--- config.mk ---
export PLATFORM = sky130hd
export DESIGN_NAME = countdown_mmss_timer
export DESIGN_NICKNAME = d
export VERILOG_FILES = /design/src/sv/cmt_pkg.sv /design/src/sv/cmt_next.sv /design/src/sv/countdown_mmss_timer.sv
export SDC_FILE = /design/constraint.sdc
export NUM_CORES = 1
export LEC_CHECK = 0
export ABC_AREA = 1
export BUFFER_PORTS_ARGS = -buffer_cell sky130_fd_sc_hd__buf_2
export CAP_MARGIN = 30
export CORE_MARGIN = 5
export CORE_UTILIZATION = 45
export CTS_BUF_LIST = sky130_fd_sc_hd__clkbuf_16
export DETAILED_ROUTE_END_ITERATION = 8
export PLACE_DENSITY = 0.71
export SLEW_MARGIN = 20
export SYNTH_ARGS = -nofsm -noshare
export SYNTH_HDL_FRONTEND = slang
export SYNTH_SLANG_ARGS = --single-unit
--- constraint.sdc ---
create_clock -name clk_i -period 12 [get_ports clk_i]
set_input_delay 2.4 -clock clk_i [delete_from_list [all_inputs] [get_ports clk_i]]
set_output_delay 2.4 -clock clk_i [all_outputs]
set_load 0.01 [all_outputs]
--- src/sv/cmt_pkg.sv ---
// Shared types and constants for the minutes/seconds countdown timer.
// No dependencies; imported by cmt_next, countdown_mmss_timer and the testbench.
package cmt_pkg;

  localparam int unsigned MaxMinutes = 99;
  localparam int unsigned MaxSeconds = 59;
  localparam int unsigned SecsPerMin = 60;
  localparam int unsigned TopSeconds = MaxMinutes * SecsPerMin + MaxSeconds;

  // Reciprocal of 60 scaled by 2^17, rounded down; one correction step follows.
  localparam int unsigned RecipShift = 17;
  localparam logic [11:0] Recip60    = 12'((1 << RecipShift) / SecsPerMin);

  localparam logic [15:0] SecondTicksReset = 16'd1000;
  localparam logic [15:0] ColonOffReset    = 16'd500;
  localparam logic [15:0] BlinkReset       = 16'd500;

  typedef enum logic [2:0] {
    OP_TICK    = 3'd0,
    OP_START   = 3'd1,
    OP_STOP    = 3'd2,
    OP_PAUSE   = 3'd3,
    OP_SET     = 3'd4,
    OP_ADD_SEC = 3'd5,
    OP_ADD_MIN = 3'd6
  } op_e;

  typedef enum logic [1:0] {
    MODE_STOPPED = 2'd0,
    MODE_RUNNING = 2'd1,
    MODE_PAUSED  = 2'd2
  } mode_e;

  typedef enum logic [1:0] {
    REG_SECOND_TICKS = 2'd0,
    REG_COLON_OFF    = 2'd1,
    REG_PAUSE_BLINK  = 2'd2
  } reg_e;

  typedef struct packed {
    logic [6:0]  minutes;
    logic [5:0]  seconds;
    logic [1:0]  mode;
    logic [15:0] elapsed;
    logic        colon;
    logic        digit;
  } timer_state_t;

  typedef struct packed {
    logic [15:0] second_ticks;
    logic [15:0] colon_off_ticks;
    logic [15:0] pause_blink_ticks;
  } timer_cfg_t;

endpackage

--- src/sv/cmt_next.sv ---
// Next-state logic of the countdown timer for one transaction.
// Depends on cmt_pkg for the state and configuration structs and the codes.
module cmt_next import cmt_pkg::*; (
  input  timer_state_t cur_i,
  input  timer_cfg_t   cfg_i,
  input  logic [2:0]   operation_i,
  input  logic [7:0]   set_minutes_i,
  input  logic [7:0]   set_seconds_i,
  input  logic [13:0]  delta_i,
  output timer_state_t nxt_o,
  output logic         flag_o,
  output logic         finished_o
);

  logic [15:0]        elapsed_inc;
  logic [6:0]         dec_minutes;
  logic [5:0]         dec_seconds;
  logic [12:0]        cur_total;
  logic signed [15:0] sum_total;
  logic [12:0]        clamp_total;
  logic               sec_over;
  logic [24:0]        quot_prod;
  logic [7:0]         quot_est;
  logic [12:0]        rem_est;
  logic [6:0]         add_minutes;
  logic [5:0]         add_seconds;
  logic signed [14:0] min_sum;
  logic [6:0]         min_clamped;
  logic               min_over;

  assign elapsed_inc = (cur_i.elapsed != 16'hFFFF) ? cur_i.elapsed + 16'd1 : cur_i.elapsed;

  // Count down one second, holding at 00:00.
  always_comb begin
    dec_minutes = cur_i.minutes;
    dec_seconds = cur_i.seconds;
    if (cur_i.seconds != 6'd0) begin
      dec_seconds = cur_i.seconds - 6'd1;
    end else if (cur_i.minutes != 7'd0) begin
      dec_minutes = cur_i.minutes - 7'd1;
      dec_seconds = 6'(MaxSeconds);
    end
  end

  // Add seconds: total seconds, clamp, then split by 60 through a reciprocal.
  always_comb begin
    cur_total = ({6'd0, cur_i.minutes} << 6) - ({6'd0, cur_i.minutes} << 2)
                + {7'd0, cur_i.seconds};
    sum_total = $signed({3'b000, cur_total}) + 16'(signed'(delta_i));
    sec_over  = 1'b0;
    if (sum_total < 16'sd0) begin
      clamp_total = 13'd0;
      sec_over    = 1'b1;
    end else if (sum_total > 16'(TopSeconds)) begin
      clamp_total = 13'(TopSeconds);
      sec_over    = 1'b1;
    end else begin
      clamp_total = sum_total[12:0];
    end
    quot_prod = {12'd0, clamp_total} * {13'd0, Recip60};
    quot_est  = quot_prod[24:17];
    rem_est   = clamp_total - 13'({5'd0, quot_est} * 13'(SecsPerMin));
    if (rem_est >= 13'(SecsPerMin)) begin
      add_minutes = 7'(quot_est + 8'd1);
      add_seconds = 6'(rem_est - 13'(SecsPerMin));
    end else begin
      add_minutes = quot_est[6:0];
      add_seconds = rem_est[5:0];
    end
  end

  // Add minutes: clamp the minutes alone.
  always_comb begin
    min_sum  = $signed({8'd0, cur_i.minutes}) + 15'(signed'(delta_i));
    min_over = 1'b0;
    if (min_sum < 15'sd0) begin
      min_clamped = 7'd0;
      min_over    = 1'b1;
    end else if (min_sum > 15'(MaxMinutes)) begin
      min_clamped = 7'(MaxMinutes);
      min_over    = 1'b1;
    end else begin
      min_clamped = min_sum[6:0];
    end
  end

  always_comb begin
    nxt_o      = cur_i;
    flag_o     = 1'b0;
    finished_o = 1'b0;
    unique case (operation_i)
      OP_TICK: begin
        if (cur_i.mode == MODE_RUNNING) begin
          nxt_o.elapsed = elapsed_inc;
          if (elapsed_inc >= cfg_i.colon_off_ticks) begin
            nxt_o.colon = 1'b0;
          end
          if (elapsed_inc >= cfg_i.second_ticks) begin
            nxt_o.elapsed = elapsed_inc - cfg_i.second_ticks;
            nxt_o.colon   = 1'b1;
            nxt_o.minutes = dec_minutes;
            nxt_o.seconds = dec_seconds;
            if (dec_minutes == 7'd0 && dec_seconds == 6'd0) begin
              nxt_o.mode = MODE_STOPPED;
              finished_o = 1'b1;
            end
          end
        end else if (cur_i.mode == MODE_PAUSED) begin
          nxt_o.elapsed = elapsed_inc;
          if (elapsed_inc >= cfg_i.pause_blink_ticks) begin
            nxt_o.elapsed = 16'd0;
            nxt_o.colon   = ~cur_i.colon;
            nxt_o.digit   = ~cur_i.colon;
          end
        end
      end
      OP_START: begin
        nxt_o.mode    = MODE_RUNNING;
        nxt_o.elapsed = 16'd0;
        nxt_o.digit   = 1'b1;
      end
      OP_STOP: begin
        nxt_o.mode  = MODE_STOPPED;
        nxt_o.digit = 1'b1;
      end
      OP_PAUSE: begin
        nxt_o.mode    = MODE_PAUSED;
        nxt_o.elapsed = 16'd0;
      end
      OP_SET: begin
        if (set_minutes_i > 8'(MaxMinutes) || set_seconds_i > 8'(MaxSeconds)) begin
          flag_o = 1'b1;
        end else begin
          nxt_o.minutes = set_minutes_i[6:0];
          nxt_o.seconds = set_seconds_i[5:0];
        end
      end
      OP_ADD_SEC: begin
        nxt_o.minutes = add_minutes;
        nxt_o.seconds = add_seconds;
        flag_o        = sec_over;
      end
      OP_ADD_MIN: begin
        nxt_o.minutes = min_clamped;
        flag_o        = min_over;
      end
      default: begin
        nxt_o = cur_i;
      end
    endcase
  end

endmodule

--- src/sv/countdown_mmss_timer.sv ---
// Top level of the minutes/seconds countdown timer: channels, APB registers,
// input register, timer state and result register. Depends on cmt_pkg and cmt_next.
//
// Usage: each input transaction carries one operation (tick, start, stop,
// pause, set time, add seconds, add minutes) and produces exactly one result
// transaction that shows the time, run mode, colon and digit visibility, and
// the flag and finished pulses that belong to that operation.
// Both channels use valid/stall. An accepted transaction lands in an input
// register; it is applied to the timer state and its result is written to the
// output register as soon as that register is empty or being taken, and
// out_valid_o then holds the result until the receiver takes it.
// One transaction per cycle is sustained while the receiver does not stall: the
// input register moves on whenever the output register is empty or being taken
// in the same cycle. When the receiver stalls, the result holds, the
// input register fills, and only then is in_stall_o raised.
// The three 16-bit registers (second_ticks, colon_off_ticks,
// pause_blink_ticks) sit at byte addresses 0, 4 and 8 of the APB port;
// pready is always high and reads return the stored value.
// Reset clears the time to 00:00, stops the timer, shows colon and digits,
// loads the register defaults (1000, 500, 500) and empties both stages.
module countdown_mmss_timer import cmt_pkg::*; (
  input  logic        clk_i,
  input  logic        rst_ni,
  // Input channel.
  input  logic        in_valid_i,
  output logic        in_stall_o,
  input  logic [2:0]  operation_i,
  input  logic [7:0]  set_minutes_i,
  input  logic [7:0]  set_seconds_i,
  input  logic [13:0] delta_i,
  // Result channel.
  output logic        out_valid_o,
  input  logic        out_stall_i,
  output logic [6:0]  minutes_now_o,
  output logic [5:0]  seconds_now_o,
  output logic [1:0]  run_mode_o,
  output logic        colon_shown_o,
  output logic        digits_visible_o,
  output logic        flag_o,
  output logic        finished_o,
  // Configuration port.
  input  logic        psel,
  input  logic        penable,
  input  logic        pwrite,
  input  logic [3:0]  paddr,
  input  logic [31:0] pwdata,
  output logic [31:0] prdata,
  output logic        pready
);

  timer_cfg_t   cfg_q;
  timer_state_t state_q, state_d;
  logic         flag_d, fin_d;

  // Input register.
  logic         in_valid_q;
  logic [2:0]   op_q;
  logic [7:0]   set_min_q;
  logic [7:0]   set_sec_q;
  logic [13:0]  delta_q;

  // Result register.
  logic         out_valid_q;
  timer_state_t res_q;
  logic         res_flag_q;
  logic         res_fin_q;

  logic         in_take;
  logic         advance;
  logic         cfg_write;
  logic [1:0]   reg_index;

  // The input register hands its transaction on when the result register is
  // free or is being emptied in this same cycle.
  assign advance    = in_valid_q && (!out_valid_q || !out_stall_i);
  assign in_stall_o = in_valid_q && !advance;
  assign in_take    = in_valid_i && !in_stall_o;

  assign pready    = 1'b1;
  assign cfg_write = psel && penable && pwrite;
  assign reg_index = paddr[3:2];

  always_comb begin
    unique case (reg_index)
      REG_SECOND_TICKS: prdata = {16'd0, cfg_q.second_ticks};
      REG_COLON_OFF:    prdata = {16'd0, cfg_q.colon_off_ticks};
      REG_PAUSE_BLINK:  prdata = {16'd0, cfg_q.pause_blink_ticks};
      default:          prdata = 32'd0;
    endcase
  end

  always_ff @(posedge clk_i or negedge rst_ni) begin
    if (!rst_ni) begin
      cfg_q.second_ticks      <= SecondTicksReset;
      cfg_q.colon_off_ticks   <= ColonOffReset;
      cfg_q.pause_blink_ticks <= BlinkReset;
    end else if (cfg_write) begin
      unique case (reg_index)
        REG_SECOND_TICKS: cfg_q.second_ticks      <= pwdata[15:0];
        REG_COLON_OFF:    cfg_q.colon_off_ticks   <= pwdata[15:0];
        REG_PAUSE_BLINK:  cfg_q.pause_blink_ticks <= pwdata[15:0];
        default: begin
        end
      endcase
    end
  end

  cmt_next u_next (
    .cur_i         (state_q),
    .cfg_i         (cfg_q),
    .operation_i   (op_q),
    .set_minutes_i (set_min_q),
    .set_seconds_i (set_sec_q),
    .delta_i       (delta_q),
    .nxt_o         (state_d),
    .flag_o        (flag_d),
    .finished_o    (fin_d)
  );

  // Control state: stage valids and the timer state itself.
  always_ff @(posedge clk_i or negedge rst_ni) begin
    if (!rst_ni) begin
      in_valid_q      <= 1'b0;
      out_valid_q     <= 1'b0;
      state_q.minutes <= 7'd0;
      state_q.seconds <= 6'd0;
      state_q.mode    <= MODE_STOPPED;
      state_q.elapsed <= 16'd0;
      state_q.colon   <= 1'b1;
      state_q.digit   <= 1'b1;
    end else begin
      if (in_take) begin
        in_valid_q <= 1'b1;
      end else if (advance) begin
        in_valid_q <= 1'b0;
      end
      if (advance) begin
        out_valid_q <= 1'b1;
        state_q     <= state_d;
      end else if (!out_stall_i) begin
        out_valid_q <= 1'b0;
      end
    end
  end

  // Payload registers need no reset.
  always_ff @(posedge clk_i) begin
    if (in_take) begin
      op_q      <= operation_i;
      set_min_q <= set_minutes_i;
      set_sec_q <= set_seconds_i;
      delta_q   <= delta_i;
    end
    if (advance) begin
      res_q      <= state_d;
      res_flag_q <= flag_d;
      res_fin_q  <= fin_d;
    end
  end

  assign out_valid_o      = out_valid_q;
  assign minutes_now_o    = res_q.minutes;
  assign seconds_now_o    = res_q.seconds;
  assign run_mode_o       = res_q.mode;
  assign colon_shown_o    = res_q.colon;
  assign digits_visible_o = res_q.digit;
  assign flag_o           = res_flag_q;
  assign finished_o       = res_fin_q;

endmodule

==> summary.md <==
| Metric | Value |
|---|---|
| Nets | 2068 |
| Crit path to | minutes_now_o[4] |
| Post-synth top area share | 0.1436 |
| Area Overhead vs Synth | 12.75% |
| Worst skew pair latency | 0.43 ns |
| Routed WL | 33660 µm |
| Initial core utilization | 0.4546 |
| Maxcap violations | 0 |
| Final worst setup slack | 0.7361 ns |
| R2r setup slk | 0.74 ns |
| Cell type with the largest total area after synthesis | ha_1 |
| Sequential fraction of the synthesis area | 0.2901 |
| Arr. time, crit path | 11.42 ns |
| Setup violators final | 0 |
| Gate Count Post-Synth | 1719 |
| Initial antenna violation count | 0 |
| Worst Setup End Kind | register |
| Max stage delay on crit path | 0.50 ns |
| Maximum clock rate | 0.08878 GHz |
| DIE WIDTH | 177.5 µm |
| CTS H-Tree Depth | 4 |
| Count of final max-slew check failures | 0 |
| Worst Path Required | 12.15 ns |
| Max FO, Critical Path | 8 |
| Yosys reg bits | 135 |
| Diode count | 0 |
| Top cells by area, synth | ha_1 14%, dfrtp_1 12%, edfxtp_1 12% |
| HP Class | register to register |
| DRT iter0 DRCs | 900 |
| ANT nets after route | 0 |
| Slew headroom | 0.3635 |
| Hold Path Stages | 2 |
| Clk slew on worst S/H paths | 0.06 ns |
| First-pass GRT wire length | 55080 µm |
| Synth cell types | 60 |
| Max clock buf depth | 2 |
| Total core area | 27780 µm² |
| Drt via density | 5.271 |
| Largest net degree at the start of global routing | 60 |
| Drt pass-1 iters | 8 |
| Most frequent cells in the layout | 397 x nand2_1, 297 x inv_1, 144 x ha_1 |
| DRC | 0 |
| Mean area per synthesized cell | 7.347 µm² |
| Leading cell type in the layout, fill and taps excluded | nand2_1 |
| Hold buffer count at cts | 0 |
| Yosys warns | 0 |
| Share of layout cells above drive strength 1 | 0.1295 |
| Final Critical Period | 11.26 ns |
| Via count | 11.72k |
| CP max stage cell | fa_1 |
| Mapped Area | 12630 µm² |
| Die ar. | 31520 µm² |
| Async SR Flop Fraction | 0.6148 |
| Skew final | 0.01712 ns |
| WL/cell | 15.14 µm |
| Final Hold Vio Count | 0 |
| CP startpoint kind | register |
| Number of global-route vias before repair | 11.09k |
| Port Buffers | 94 |
| Dominant synthesized flop cell | dfrtp_1 |
| Status | finished clean |
| Clk sinks | 135 |
| Reg2reg path depth | 66 |
| Critical Path Start | state_q[26] |
| Crit path kind | register to register |
| Post-synth EDFFs | 52 |
| Total GRT Usage | 0.2151 |
| CTS tree | yes |
| Cell mode on critical path | inv_1 |
| Die height | 177.5 µm |
| HP Start | state_q[0] |
| Worst Tran Pin Value | 0.9525 ns |
| Crit share post-route | 0.9387 |
| HPWL after DPL | 26620 µm |
| RR Endpoint | minutes_now_o[4] |
| Num CTS Buffers | 17 |
| Reg2reg start | state_q[26] |
| Site Rows | 61 |
| I/O Pins | 130 |
| Root buffer cell | clkbuf_16 |
| GR Overflow Total | 0 |
| Pre-CTS WS | 0.3534 ns |
| RePlAce Congestion | 0.9126 |
metrics by stage:
step | hold slack, ns | cell area [µm²] | TNS [ns] | instances | utilization
detailed placement | 0.4712 | 13530 | 0 | 2180 | 0.4869
global route | 0.5051 | 14240 | -0.5843 | 2223 | 0.5126
finish | 0.4829 | 14240 | 0 | 2223 | 0.5126
floorplan | 0.4530 | 12690 | 0 | 1734 | -
global placement | 0.4688 | 13520 | 0 | 2180 | 0.4868
CTS | 0.4819 | 14080 | 0 | 2212 | 0.5068
flip-flops by register name, summed over array words and instances, names as in the netlist, 3 cells and up:
signal	count
cfg_q	48
minutes_now_o	7
delta_q	14
op_q	3
set_sec_q	8
state_q	33
seconds_now_o	6
set_min_q	8
kinds of logic (layout without fill, tap and decap cells):
kind of cell,Yosys count,count (layout),share of synthesized area
AND/OR/NAND/NOR,699,701,0.2449
adder cells (fa/ha/maj),160,160,0.1674
other,2,17,0.0005946
buffers and inverters,353,462,0.1117
AO/OA/AOI/OAI,317,317,0.1480
XOR/XNOR,53,53,0.03735
flip-flops,135,135,0.2901
timing repair:
| action | CTS | global route |
|---|---|---|
| buffers inserted | 0 | 6 |
| endpoints found under the setup margin | 0 | 22 |
| resized for setup | 0 | 18 |
| hold endpoints to repair | 0 | 0 |
layer usage:
| layer | share of wire | track usage | vias to the layer above |
|---|---|---|---|
| met2 | 0.46 | 0.3588 | 331 |
| li1 | - | - | 5921 |
| met5 | 0 | 0 | - |
| met3 | 0.057 | 0.03494 | 43 |
| met4 | 0.018 | 0.05221 | 0 |
| met1 | 0.46 | 0.2931 | 5423 |
critical path, delay by kind of cell, from the launching register on:
kind,cells,cell delay [ns]
fa+ha+maj,9,3.20
compound gates,17,2.54
simple gates,25,3.39
flops,1,0.45
xor+xnor,2,0.22
buf+inv,13,1.16
Yosys cell counts (3+ instances only):
cell type and count:
inv_1 296, o211ai_1 11, nand2_2 7, nand2_1 401, xor2_1 40, a211oi_1 4
and2_1 4, nand3_1 80, o21ai_1 7, nor2_1 108, or2_2 3, a21o_1 9
fa_1 15, nor2_4 3, inv_2 9, a21boi_1 5, xnor2_1 12, buf_2 3
a31oi_1 12, edfxtp_1 52, nor4_1 7, clkbuf_1 22, nand3_2 9, o22ai_1 14
o221ai_1 19, nor3_1 28, o2111ai_1 7, dfstp_2 20, dfrtp_1 63, ha_1 145
o21a_1 4, o21bai_1 5, nor2_2 3, nand4_1 31, a22oi_1 8, a21oi_1 97
nand3b_1 3, o21ai_0 104, buf_4 17, nand2_4 5
layout make-up:
type	count	area, µm²
fillers	2745	13540
multi-input cells	1248	7692
flip-flops and latches	135	3665
inverters	308	1159
repair buffers	122	698.2
well taps	378	473.0
clock buffers	17	425.4
clock inverters	15	127.6
worst min path at each step:
stage / end / slack, ns
after floorplan: cfg_q[10] / 0.45
after global placement: state_q[0] / 0.47
after detailed placement: state_q[0] / 0.47
after CTS: state_q[0] / 0.48
after global routing: cfg_q[12] / 0.51
final: state_q[0] / 0.48
Power is not shown: default switching activity piles up to over one toggle a cycle in this logic, so the estimate is an artifact.
